`config.mk`:
```
export PLATFORM = sky130hd
export DESIGN_NAME = bounded_list_deque_with_remove_unit
export DESIGN_NICKNAME = d
export VERILOG_FILES = /design/src/rtl/bld_pkg.sv /design/src/rtl/bld_cell.sv /design/src/rtl/bounded_list_deque_with_remove_unit.sv
export SDC_FILE = /design/constraint.sdc
export NUM_CORES = 2
export LEC_CHECK = 0
export BUFFER_PORTS_ARGS = -buffer_cell sky130_fd_sc_hd__buf_2
export CORE_UTILIZATION = 37
export DETAILED_ROUTE_END_ITERATION = 7
export PLACE_DENSITY = 0.51
export SLEW_MARGIN = 20
export SYNTH_ARGS = -nofsm -noshare
export SYNTH_HDL_FRONTEND = slang
export SYNTH_HIERARCHICAL = 1
export SYNTH_SLANG_ARGS = --single-unit
```
`constraint.sdc`:
```
create_clock -name clk -period 12 [get_ports clk]
set_clock_uncertainty 0.1 [all_clocks]
set_input_delay 2.4 -clock clk [delete_from_list [all_inputs] [get_ports clk]]
set_output_delay 2.4 -clock clk [all_outputs]
set_load 0.03 [all_outputs]
```
`src/rtl/bld_pkg.sv`:
```
// ---------------------------------------------------------------------------
// bld_pkg
// Shared types and codes for the bounded list deque: word formats,
// command and status codes, and the per-cell control word.
// ---------------------------------------------------------------------------
`default_nettype none

package bld_pkg;

  localparam int DEPTH_DEF = 16;
  localparam int DATA_W    = 32;
  localparam int CMD_W     = 3;
  localparam int STAT_W    = 2;
  localparam int FILL_W    = 5;

  // command codes
  localparam logic [CMD_W-1:0] CMD_PUSH_FRONT = 3'd0;
  localparam logic [CMD_W-1:0] CMD_PUSH_BACK  = 3'd1;
  localparam logic [CMD_W-1:0] CMD_POP_FRONT  = 3'd2;
  localparam logic [CMD_W-1:0] CMD_POP_BACK   = 3'd3;
  localparam logic [CMD_W-1:0] CMD_REMOVE     = 3'd4;

  // status codes
  localparam logic [STAT_W-1:0] ST_OK       = 2'd0;
  localparam logic [STAT_W-1:0] ST_EMPTY    = 2'd1;
  localparam logic [STAT_W-1:0] ST_FULL     = 2'd2;
  localparam logic [STAT_W-1:0] ST_NOTFOUND = 2'd3;

  typedef struct packed {
    logic [CMD_W-1:0]         command;
    logic signed [DATA_W-1:0] item_value;
  } in_t;

  typedef struct packed {
    logic signed [DATA_W-1:0] popped_value;
    logic [STAT_W-1:0]        status;
    logic [FILL_W-1:0]        fill_level;
  } out_t;

  typedef enum logic [2:0] {
    OP_HOLD,
    OP_PUSH_FRONT,
    OP_PUSH_BACK,
    OP_POP_FRONT,
    OP_REMOVE
  } cell_op_t;

  // broadcast to every cell in the chain
  typedef struct packed {
    cell_op_t                 op;
    logic signed [DATA_W-1:0] value;
  } cell_ctrl_t;

endpackage

`default_nettype wire

```
`src/rtl/bld_cell.sv`:
```
// ---------------------------------------------------------------------------
// bld_cell
// One list position: holds an entry, compares it with the broadcast value,
// and loads from its left or right neighbor when the list shifts.
// ---------------------------------------------------------------------------
`default_nettype none

module bld_cell #(
  parameter int DEPTH = bld_pkg::DEPTH_DEF,
  parameter int INDEX = 0
) (
  input  wire                               clk,
  input  wire bld_pkg::cell_ctrl_t          ctrl,
  input  wire [$clog2(DEPTH+1)-1:0]         count,
  input  wire logic signed [bld_pkg::DATA_W-1:0] left_data,
  input  wire logic signed [bld_pkg::DATA_W-1:0] right_data,
  input  wire                               match_in,
  output logic                              match_out,
  output logic signed [bld_pkg::DATA_W-1:0] data_out,
  output logic signed [bld_pkg::DATA_W-1:0] tail_out
);

  localparam int CNT_W = $clog2(DEPTH+1);
  localparam logic [CNT_W-1:0] MY_POS = CNT_W'(INDEX);

  logic signed [bld_pkg::DATA_W-1:0] data_r;
  logic signed [bld_pkg::DATA_W-1:0] data_nxt;
  logic                              occupied;
  logic                              at_count;
  logic                              is_tail;
  logic                              hit;

  assign occupied  = MY_POS < count;
  assign at_count  = MY_POS == count;
  assign is_tail   = (MY_POS + CNT_W'(1)) == count;
  // first-match chain: once any cell at or ahead of here matched, close the gap
  assign hit       = match_in | (occupied && (data_r == ctrl.value));
  assign match_out = hit;
  assign data_out  = data_r;
  assign tail_out  = is_tail ? data_r : '0;

  always_comb begin
    data_nxt = data_r;
    unique case (ctrl.op)
      bld_pkg::OP_PUSH_FRONT: data_nxt = left_data;
      bld_pkg::OP_PUSH_BACK: begin
        if (at_count) data_nxt = ctrl.value;
      end
      bld_pkg::OP_POP_FRONT:  data_nxt = right_data;
      bld_pkg::OP_REMOVE: begin
        if (hit) data_nxt = right_data;
      end
      default: data_nxt = data_r;
    endcase
  end

  always_ff @(posedge clk) begin
    data_r <= data_nxt;
  end

endmodule

`default_nettype wire

```
`src/rtl/bounded_list_deque_with_remove_unit.sv`:
```
// ---------------------------------------------------------------------------
// bounded_list_deque_with_remove_unit
// Ordered list of signed 32-bit words held in a chain of cells, with push
// and pop at both ends and removal of the first matching word.
// ---------------------------------------------------------------------------
//
//   channel | ports                         | word
//   --------+-------------------------------+-----------------------------
//   input   | in_valid / in_ready / in_data | command, item_value
//   result  | out_valid/out_ready/out_data  | popped_value, status, fill
//
// One command per cycle unless a held result stalls the input: the cells
// compare and shift in the cycle the word is accepted, and the result lands
// in the output register at that edge. The match chain ripples through all
// DEPTH cells and sets the cycle time. A held result blocks input only while
// out_ready is low. rst_n empties the list; cell contents are not cleared.
// ---------------------------------------------------------------------------
`default_nettype none

module bounded_list_deque_with_remove_unit #(
  parameter int DEPTH = bld_pkg::DEPTH_DEF
) (
  input  wire             clk,
  input  wire             rst_n,
  input  wire             in_valid,
  output logic            in_ready,
  input  wire bld_pkg::in_t in_data,
  output logic            out_valid,
  input  wire             out_ready,
  output bld_pkg::out_t   out_data
);

  localparam int CNT_W = $clog2(DEPTH+1);
  localparam logic [CNT_W-1:0] FULL_CNT = CNT_W'(DEPTH);

  logic [CNT_W-1:0]          cnt_r, cnt_nxt;
  logic                      out_valid_r;
  bld_pkg::out_t             out_data_r, out_data_nxt;
  logic                      acc;
  bld_pkg::cell_ctrl_t       ctrl;
  bld_pkg::cell_op_t         op;
  logic signed [bld_pkg::DATA_W-1:0] cell_data [DEPTH];
  logic signed [bld_pkg::DATA_W-1:0] cell_tail [DEPTH];
  logic signed [bld_pkg::DATA_W-1:0] tail_val;
  logic [DEPTH:0]            match;
  logic                      empty, full;

  assign acc       = in_valid && in_ready;
  assign in_ready  = !out_valid_r || out_ready;
  assign out_valid = out_valid_r;
  assign out_data  = out_data_r;
  assign empty     = cnt_r == '0;
  assign full      = cnt_r == FULL_CNT;
  assign match[0]  = 1'b0;

  assign ctrl.op    = acc ? op : bld_pkg::OP_HOLD;
  assign ctrl.value = in_data.item_value;

  genvar g;
  generate
    for (g = 0; g < DEPTH; g++) begin : g_cell
      bld_cell #(
        .DEPTH (DEPTH),
        .INDEX (g)
      ) u_cell (
        .clk        (clk),
        .ctrl       (ctrl),
        .count      (cnt_r),
        .left_data  ((g == 0) ? in_data.item_value : cell_data[(g == 0) ? 0 : g-1]),
        .right_data (cell_data[(g == DEPTH-1) ? g : g+1]),
        .match_in   (match[g]),
        .match_out  (match[g+1]),
        .data_out   (cell_data[g]),
        .tail_out   (cell_tail[g])
      );
    end
  endgenerate

  // only the last occupied cell drives a nonzero tail word
  always_comb begin
    tail_val = '0;
    for (int i = 0; i < DEPTH; i++) begin
      tail_val = tail_val | cell_tail[i];
    end
  end

  always_comb begin
    op                        = bld_pkg::OP_HOLD;
    cnt_nxt                   = cnt_r;
    out_data_nxt.popped_value = '0;
    out_data_nxt.status       = bld_pkg::ST_OK;
    unique case (in_data.command)
      bld_pkg::CMD_PUSH_FRONT: begin
        if (full) begin
          out_data_nxt.status = bld_pkg::ST_FULL;
        end else begin
          op      = bld_pkg::OP_PUSH_FRONT;
          cnt_nxt = cnt_r + CNT_W'(1);
        end
      end
      bld_pkg::CMD_PUSH_BACK: begin
        if (full) begin
          out_data_nxt.status = bld_pkg::ST_FULL;
        end else begin
          op      = bld_pkg::OP_PUSH_BACK;
          cnt_nxt = cnt_r + CNT_W'(1);
        end
      end
      bld_pkg::CMD_POP_FRONT: begin
        if (empty) begin
          out_data_nxt.status = bld_pkg::ST_EMPTY;
        end else begin
          op                        = bld_pkg::OP_POP_FRONT;
          out_data_nxt.popped_value = cell_data[0];
          cnt_nxt                   = cnt_r - CNT_W'(1);
        end
      end
      bld_pkg::CMD_POP_BACK: begin
        if (empty) begin
          out_data_nxt.status = bld_pkg::ST_EMPTY;
        end else begin
          out_data_nxt.popped_value = tail_val;
          cnt_nxt                   = cnt_r - CNT_W'(1);
        end
      end
      bld_pkg::CMD_REMOVE: begin
        op = bld_pkg::OP_REMOVE;
        if (match[DEPTH]) begin
          cnt_nxt = cnt_r - CNT_W'(1);
        end else begin
          out_data_nxt.status = bld_pkg::ST_NOTFOUND;
        end
      end
      default: op = bld_pkg::OP_HOLD;
    endcase
    out_data_nxt.fill_level = bld_pkg::FILL_W'(cnt_nxt);
  end

  always_ff @(posedge clk) begin
    if (!rst_n) begin
      cnt_r       <= '0;
      out_valid_r <= 1'b0;
    end else begin
      if (acc) begin
        cnt_r       <= cnt_nxt;
        out_valid_r <= 1'b1;
      end else if (out_ready) begin
        out_valid_r <= 1'b0;
      end
    end
  end

  always_ff @(posedge clk) begin
    if (acc) out_data_r <= out_data_nxt;
  end

  // ---- assertions ----
  a_cnt_bound: assert property (@(posedge clk) disable iff (!rst_n)
    cnt_r <= FULL_CNT)
    else $error("entry count above depth");

  a_result_follows: assert property (@(posedge clk) disable iff (!rst_n)
    acc |=> out_valid)
    else $error("accepted word produced no result");

  a_full_level: assert property (@(posedge clk) disable iff (!rst_n)
    out_valid && out_data.status == bld_pkg::ST_FULL
      |-> out_data.fill_level == bld_pkg::FILL_W'(DEPTH))
    else $error("full status with list not full");

  a_empty_level: assert property (@(posedge clk) disable iff (!rst_n)
    out_valid && out_data.status == bld_pkg::ST_EMPTY
      |-> out_data.fill_level == '0 && out_data.popped_value == '0)
    else $error("empty status with nonzero level or value");

endmodule

`default_nettype wire
```
==> results_dict.tcl <==
set metrics [dict create \
    core_um2 102000 \
    max_stage_delay_ps 570 \
    syn_inst 4055 \
    hold_viol 0 \
    setup_viol 0 \
    met2_length_mm 85.1 \
    syn2layout_area_growth_pct 11.4 \
    synth_common_cells "1057 x nand2_1, 551 x edfxtp_1, 442 x a22oi_1" \
    worst_pin_slew_ps 1380 \
    nets 4135 \
    cts.htree.levels 3 \
    crit_top_cell "nand2b_1" \
    overflow 0 \
    seqPwrFrac 0.441 \
    ios 80 \
    slew_headroom 0.0692 \
    hold_buffers 0 \
    synth-main-ff-cell "edfxtp_1" \
    cts_tree "built" \
    drtAntennaViolNets 0 \
    netlist_area_um2 38500 \
    post-dp-hpwl_mm 143 \
    async_flop_share 0 \
    syn_avg_cell_area_um2 9.48 \
    placementRows 117 \
    drc 0 \
    routedWlPerCell_um 37.3 \
    hold_class "reg2reg" \
    crit_fanout 17 \
    start_kind "primary input" \
    die_h_um 324 \
    wl_met3_mm 28.1 \
    die_w_um 324 \
    grt_antenna_before_repair 14 \
    synthTopCellsByArea "edfxtp_1 43%, nand2_1 10%, a22oi_1 8.6%" \
    drtIter0Drc 6542 \
    ctsResizeCount 0 \
    post-place-ws_ps 3610 \
    ys_seq_area_frac 0.433 \
    status "finished, final reports clean" \
    cp.depth 27 \
    switching_share 0.312 \
    io_buffers 79 \
    die_area_um2 105000 \
    slew_violations 0 \
    synth.most_common_cell "nand2_1" \
    cts_inserted_buffers 73 \
    drive_above_1_share 0.129 \
    routabilityCongestion 1.01 \
    crit_buf_inv 3 \
    critPathTopFamily "simple AND/OR/NAND/NOR gates" \
    hold_depth 2 \
    period_share 0.666 \
    peakVddDrop_mv 0.0973 \
    fmax_mhz 125 \
    required_ps 12260 \
    fillCellCount 10100 \
    power_density_nw_per_um2 127 \
    pwr-share-clk 0.403 \
    grt_pass1_wl_mm 282 \
    grt_pass1_vias 33300 \
    slowest_stage "buf_2" \
    critical_path.endpoint_type "flop" \
    cts_root_buffer "clkbuf_16" \
    internal-power_w 0.00374 \
    m1WireLength_mm 79.3 \
    vias 36900 \
    grt_max_degree 51 \
    synth_edf_count 551 \
    power.leakage_nw 16.8 \
    drv_cap 0 \
    top_layer_used "met5" \
    ff2ff_path_depth 27 \
    cts_num_sinks 557 \
    cts.path.max_buffers 3 \
    placed_area_um2 40600 \
    yosysTopAreaCellShare 0.430 \
    drt-total-wl_mm 206 \
    crit_type "in2reg" \
    insertion_delay_ps 670 \
    pwr-share-comb 0.156 \
    clk_pin_slew_ps 60 \
    post_cts_buffers 0 \
    synth_top_cell_by_area "edfxtp_1" \
    stdcell_count 5518 \
    layout.cell_area.non_filler_um2 42800 \
    p_sw_w 0.00170 \
    timing.final.crit_period_ps 8000 \
    synth_cell_types 95 \
    start_util 0.376 \
    finalWorstSetupSlack_ps 4000 \
    vias_per_cell 6.68 \
    placed_cells 5387 \
    grt_usage 0.378 \
    worstPathArrival_ps 8260 \
    synth_warnings 6 \
    drt-pass1-iter-count 6 \
    synth-seq-cells 557 \
    rsz0062_at_grt "no" \
    finalSetupTns_ps 0 \
]
[worst register-to-register path, cell delays in order (launching register included)]
cell       delay (ps)
dfxtp_2           310
buf_4             250
buf_4             380
nor4_4            310
buf_4             410
and2b_1           230
nor4_1             90
a21o_2            230
nand2b_1          190
nand2b_1          230
nand2b_1          180
or2_1             260
nand2b_1          240
nand2b_1          240
o21bai_1          200
nand2b_1          200
nand2b_1          200
nand2b_1          230
o21bai_1          230
inv_1              70
o31ai_1           160
a31o_2            290
nand2b_1          160
nand2b_1          230
nand4bb_1         190
o21ai_1           150
a221oi_1          410
a311oi_1           90
[placed cells by master, fill, tap and decap left out, types with 8 or more instances in the layout]
cell / n
and2_1: 292
nand2_1: 1057
buf_2: 79
nand2b_1: 15
clkbuf_1: 14
a31oi_1: 10
a22o_1: 34
a22oi_2: 70
xnor2_1: 288
clkbuf_16: 75
clkinv_1: 13
nor4_1: 166
nor2b_1: 8
edfxtp_1: 551
nor3_1: 12
nor2_4: 12
inv_1: 18
a22oi_1: 442
and3_1: 194
nand3_1: 17
clkinv_2: 12
o21ai_0: 11
nand4_1: 114
buf_4: 120
and2_2: 33
a21oi_1: 20
nor2_1: 43
xor2_1: 220
nor4_2: 29
[sequential cells by signal (all words and copies together), names as in the netlist]
| signal | cells |
|---|---|
| out_data | 39 |
| out_valid | 1 |
| cnt_r | 5 |
| g_cell.u_cell/data_out | 512 |
[layer usage]
| metal | vias up | track usage |
|---|---|---|
| li1 | 14900 | - |
| met1 | 18200 | 0.514 |
| met2 | 3184 | 0.543 |
| met3 | 598 | 0.106 |
| met4 | 14 | 0.197 |
| met5 | - | 0 |
[power by group through the flow]
stage | clock (W) | sequential (W) | combinational (W)
2_1_floorplan | 0 | 0.00238 | 0.000443
3_3_place_gp | 0 | 0.00243 | 0.000804
3_5_place_dp | 0 | 0.00243 | 0.000809
4_1_cts | 0.00220 | 0.00239 | 0.000812
5_1_grt | 0.00226 | 0.00240 | 0.000875
6_report | 0.00219 | 0.00240 | 0.000850
[cells by family (layout without fill, tap and decap cells)]
group / count (synthesis) / in the layout / share of synthesized area
compound gates: 659 / 659 / 0.138
xor+xnor: 508 / 508 / 0.116
fa+ha+maj: 2 / 2 / 0.000651
buf+inv: 255 / 344 / 0.0366
flops: 557 / 557 / 0.433
other cells: 1 / 7 / 0.0000975
simple gates: 2073 / 2073 / 0.276
[worst paths after layout]
check	start	end	slack [ps]
setup / recovery	in_data[15]	out_data[2]	4000
hold / removal	out_valid	out_valid	450
setup reg to reg	cnt_r[1]	out_data[2]	5250
hold reg to reg	out_valid	out_valid	450
[per-stage QoR]
step	power, W	utilization	hold WS [ps]
finish	0.00544	0.419	446
global route	0.00553	0.419	480
floorplan	0.00282	-	452
CTS	0.00540	0.418	457
global placement	0.00323	0.396	439
detailed placement	0.00324	0.396	449
[area by class of cell]
class	instances	area [um^2]	share of cell area
Multi-Input combinational cell	3244	20800	0.486
Sequential cell	557	16700	0.389
Clock inverter	37	315	0.00736
Clock buffer	89	1930	0.0450
Inverter	19	71.3	0.00166
Timing Repair Buffer	199	1300	0.0303
Tap cell	1368	1710	0.0400
Antenna cell	5	12.5	0.000292
Note: power is estimated with default switching activity, not from simulation.
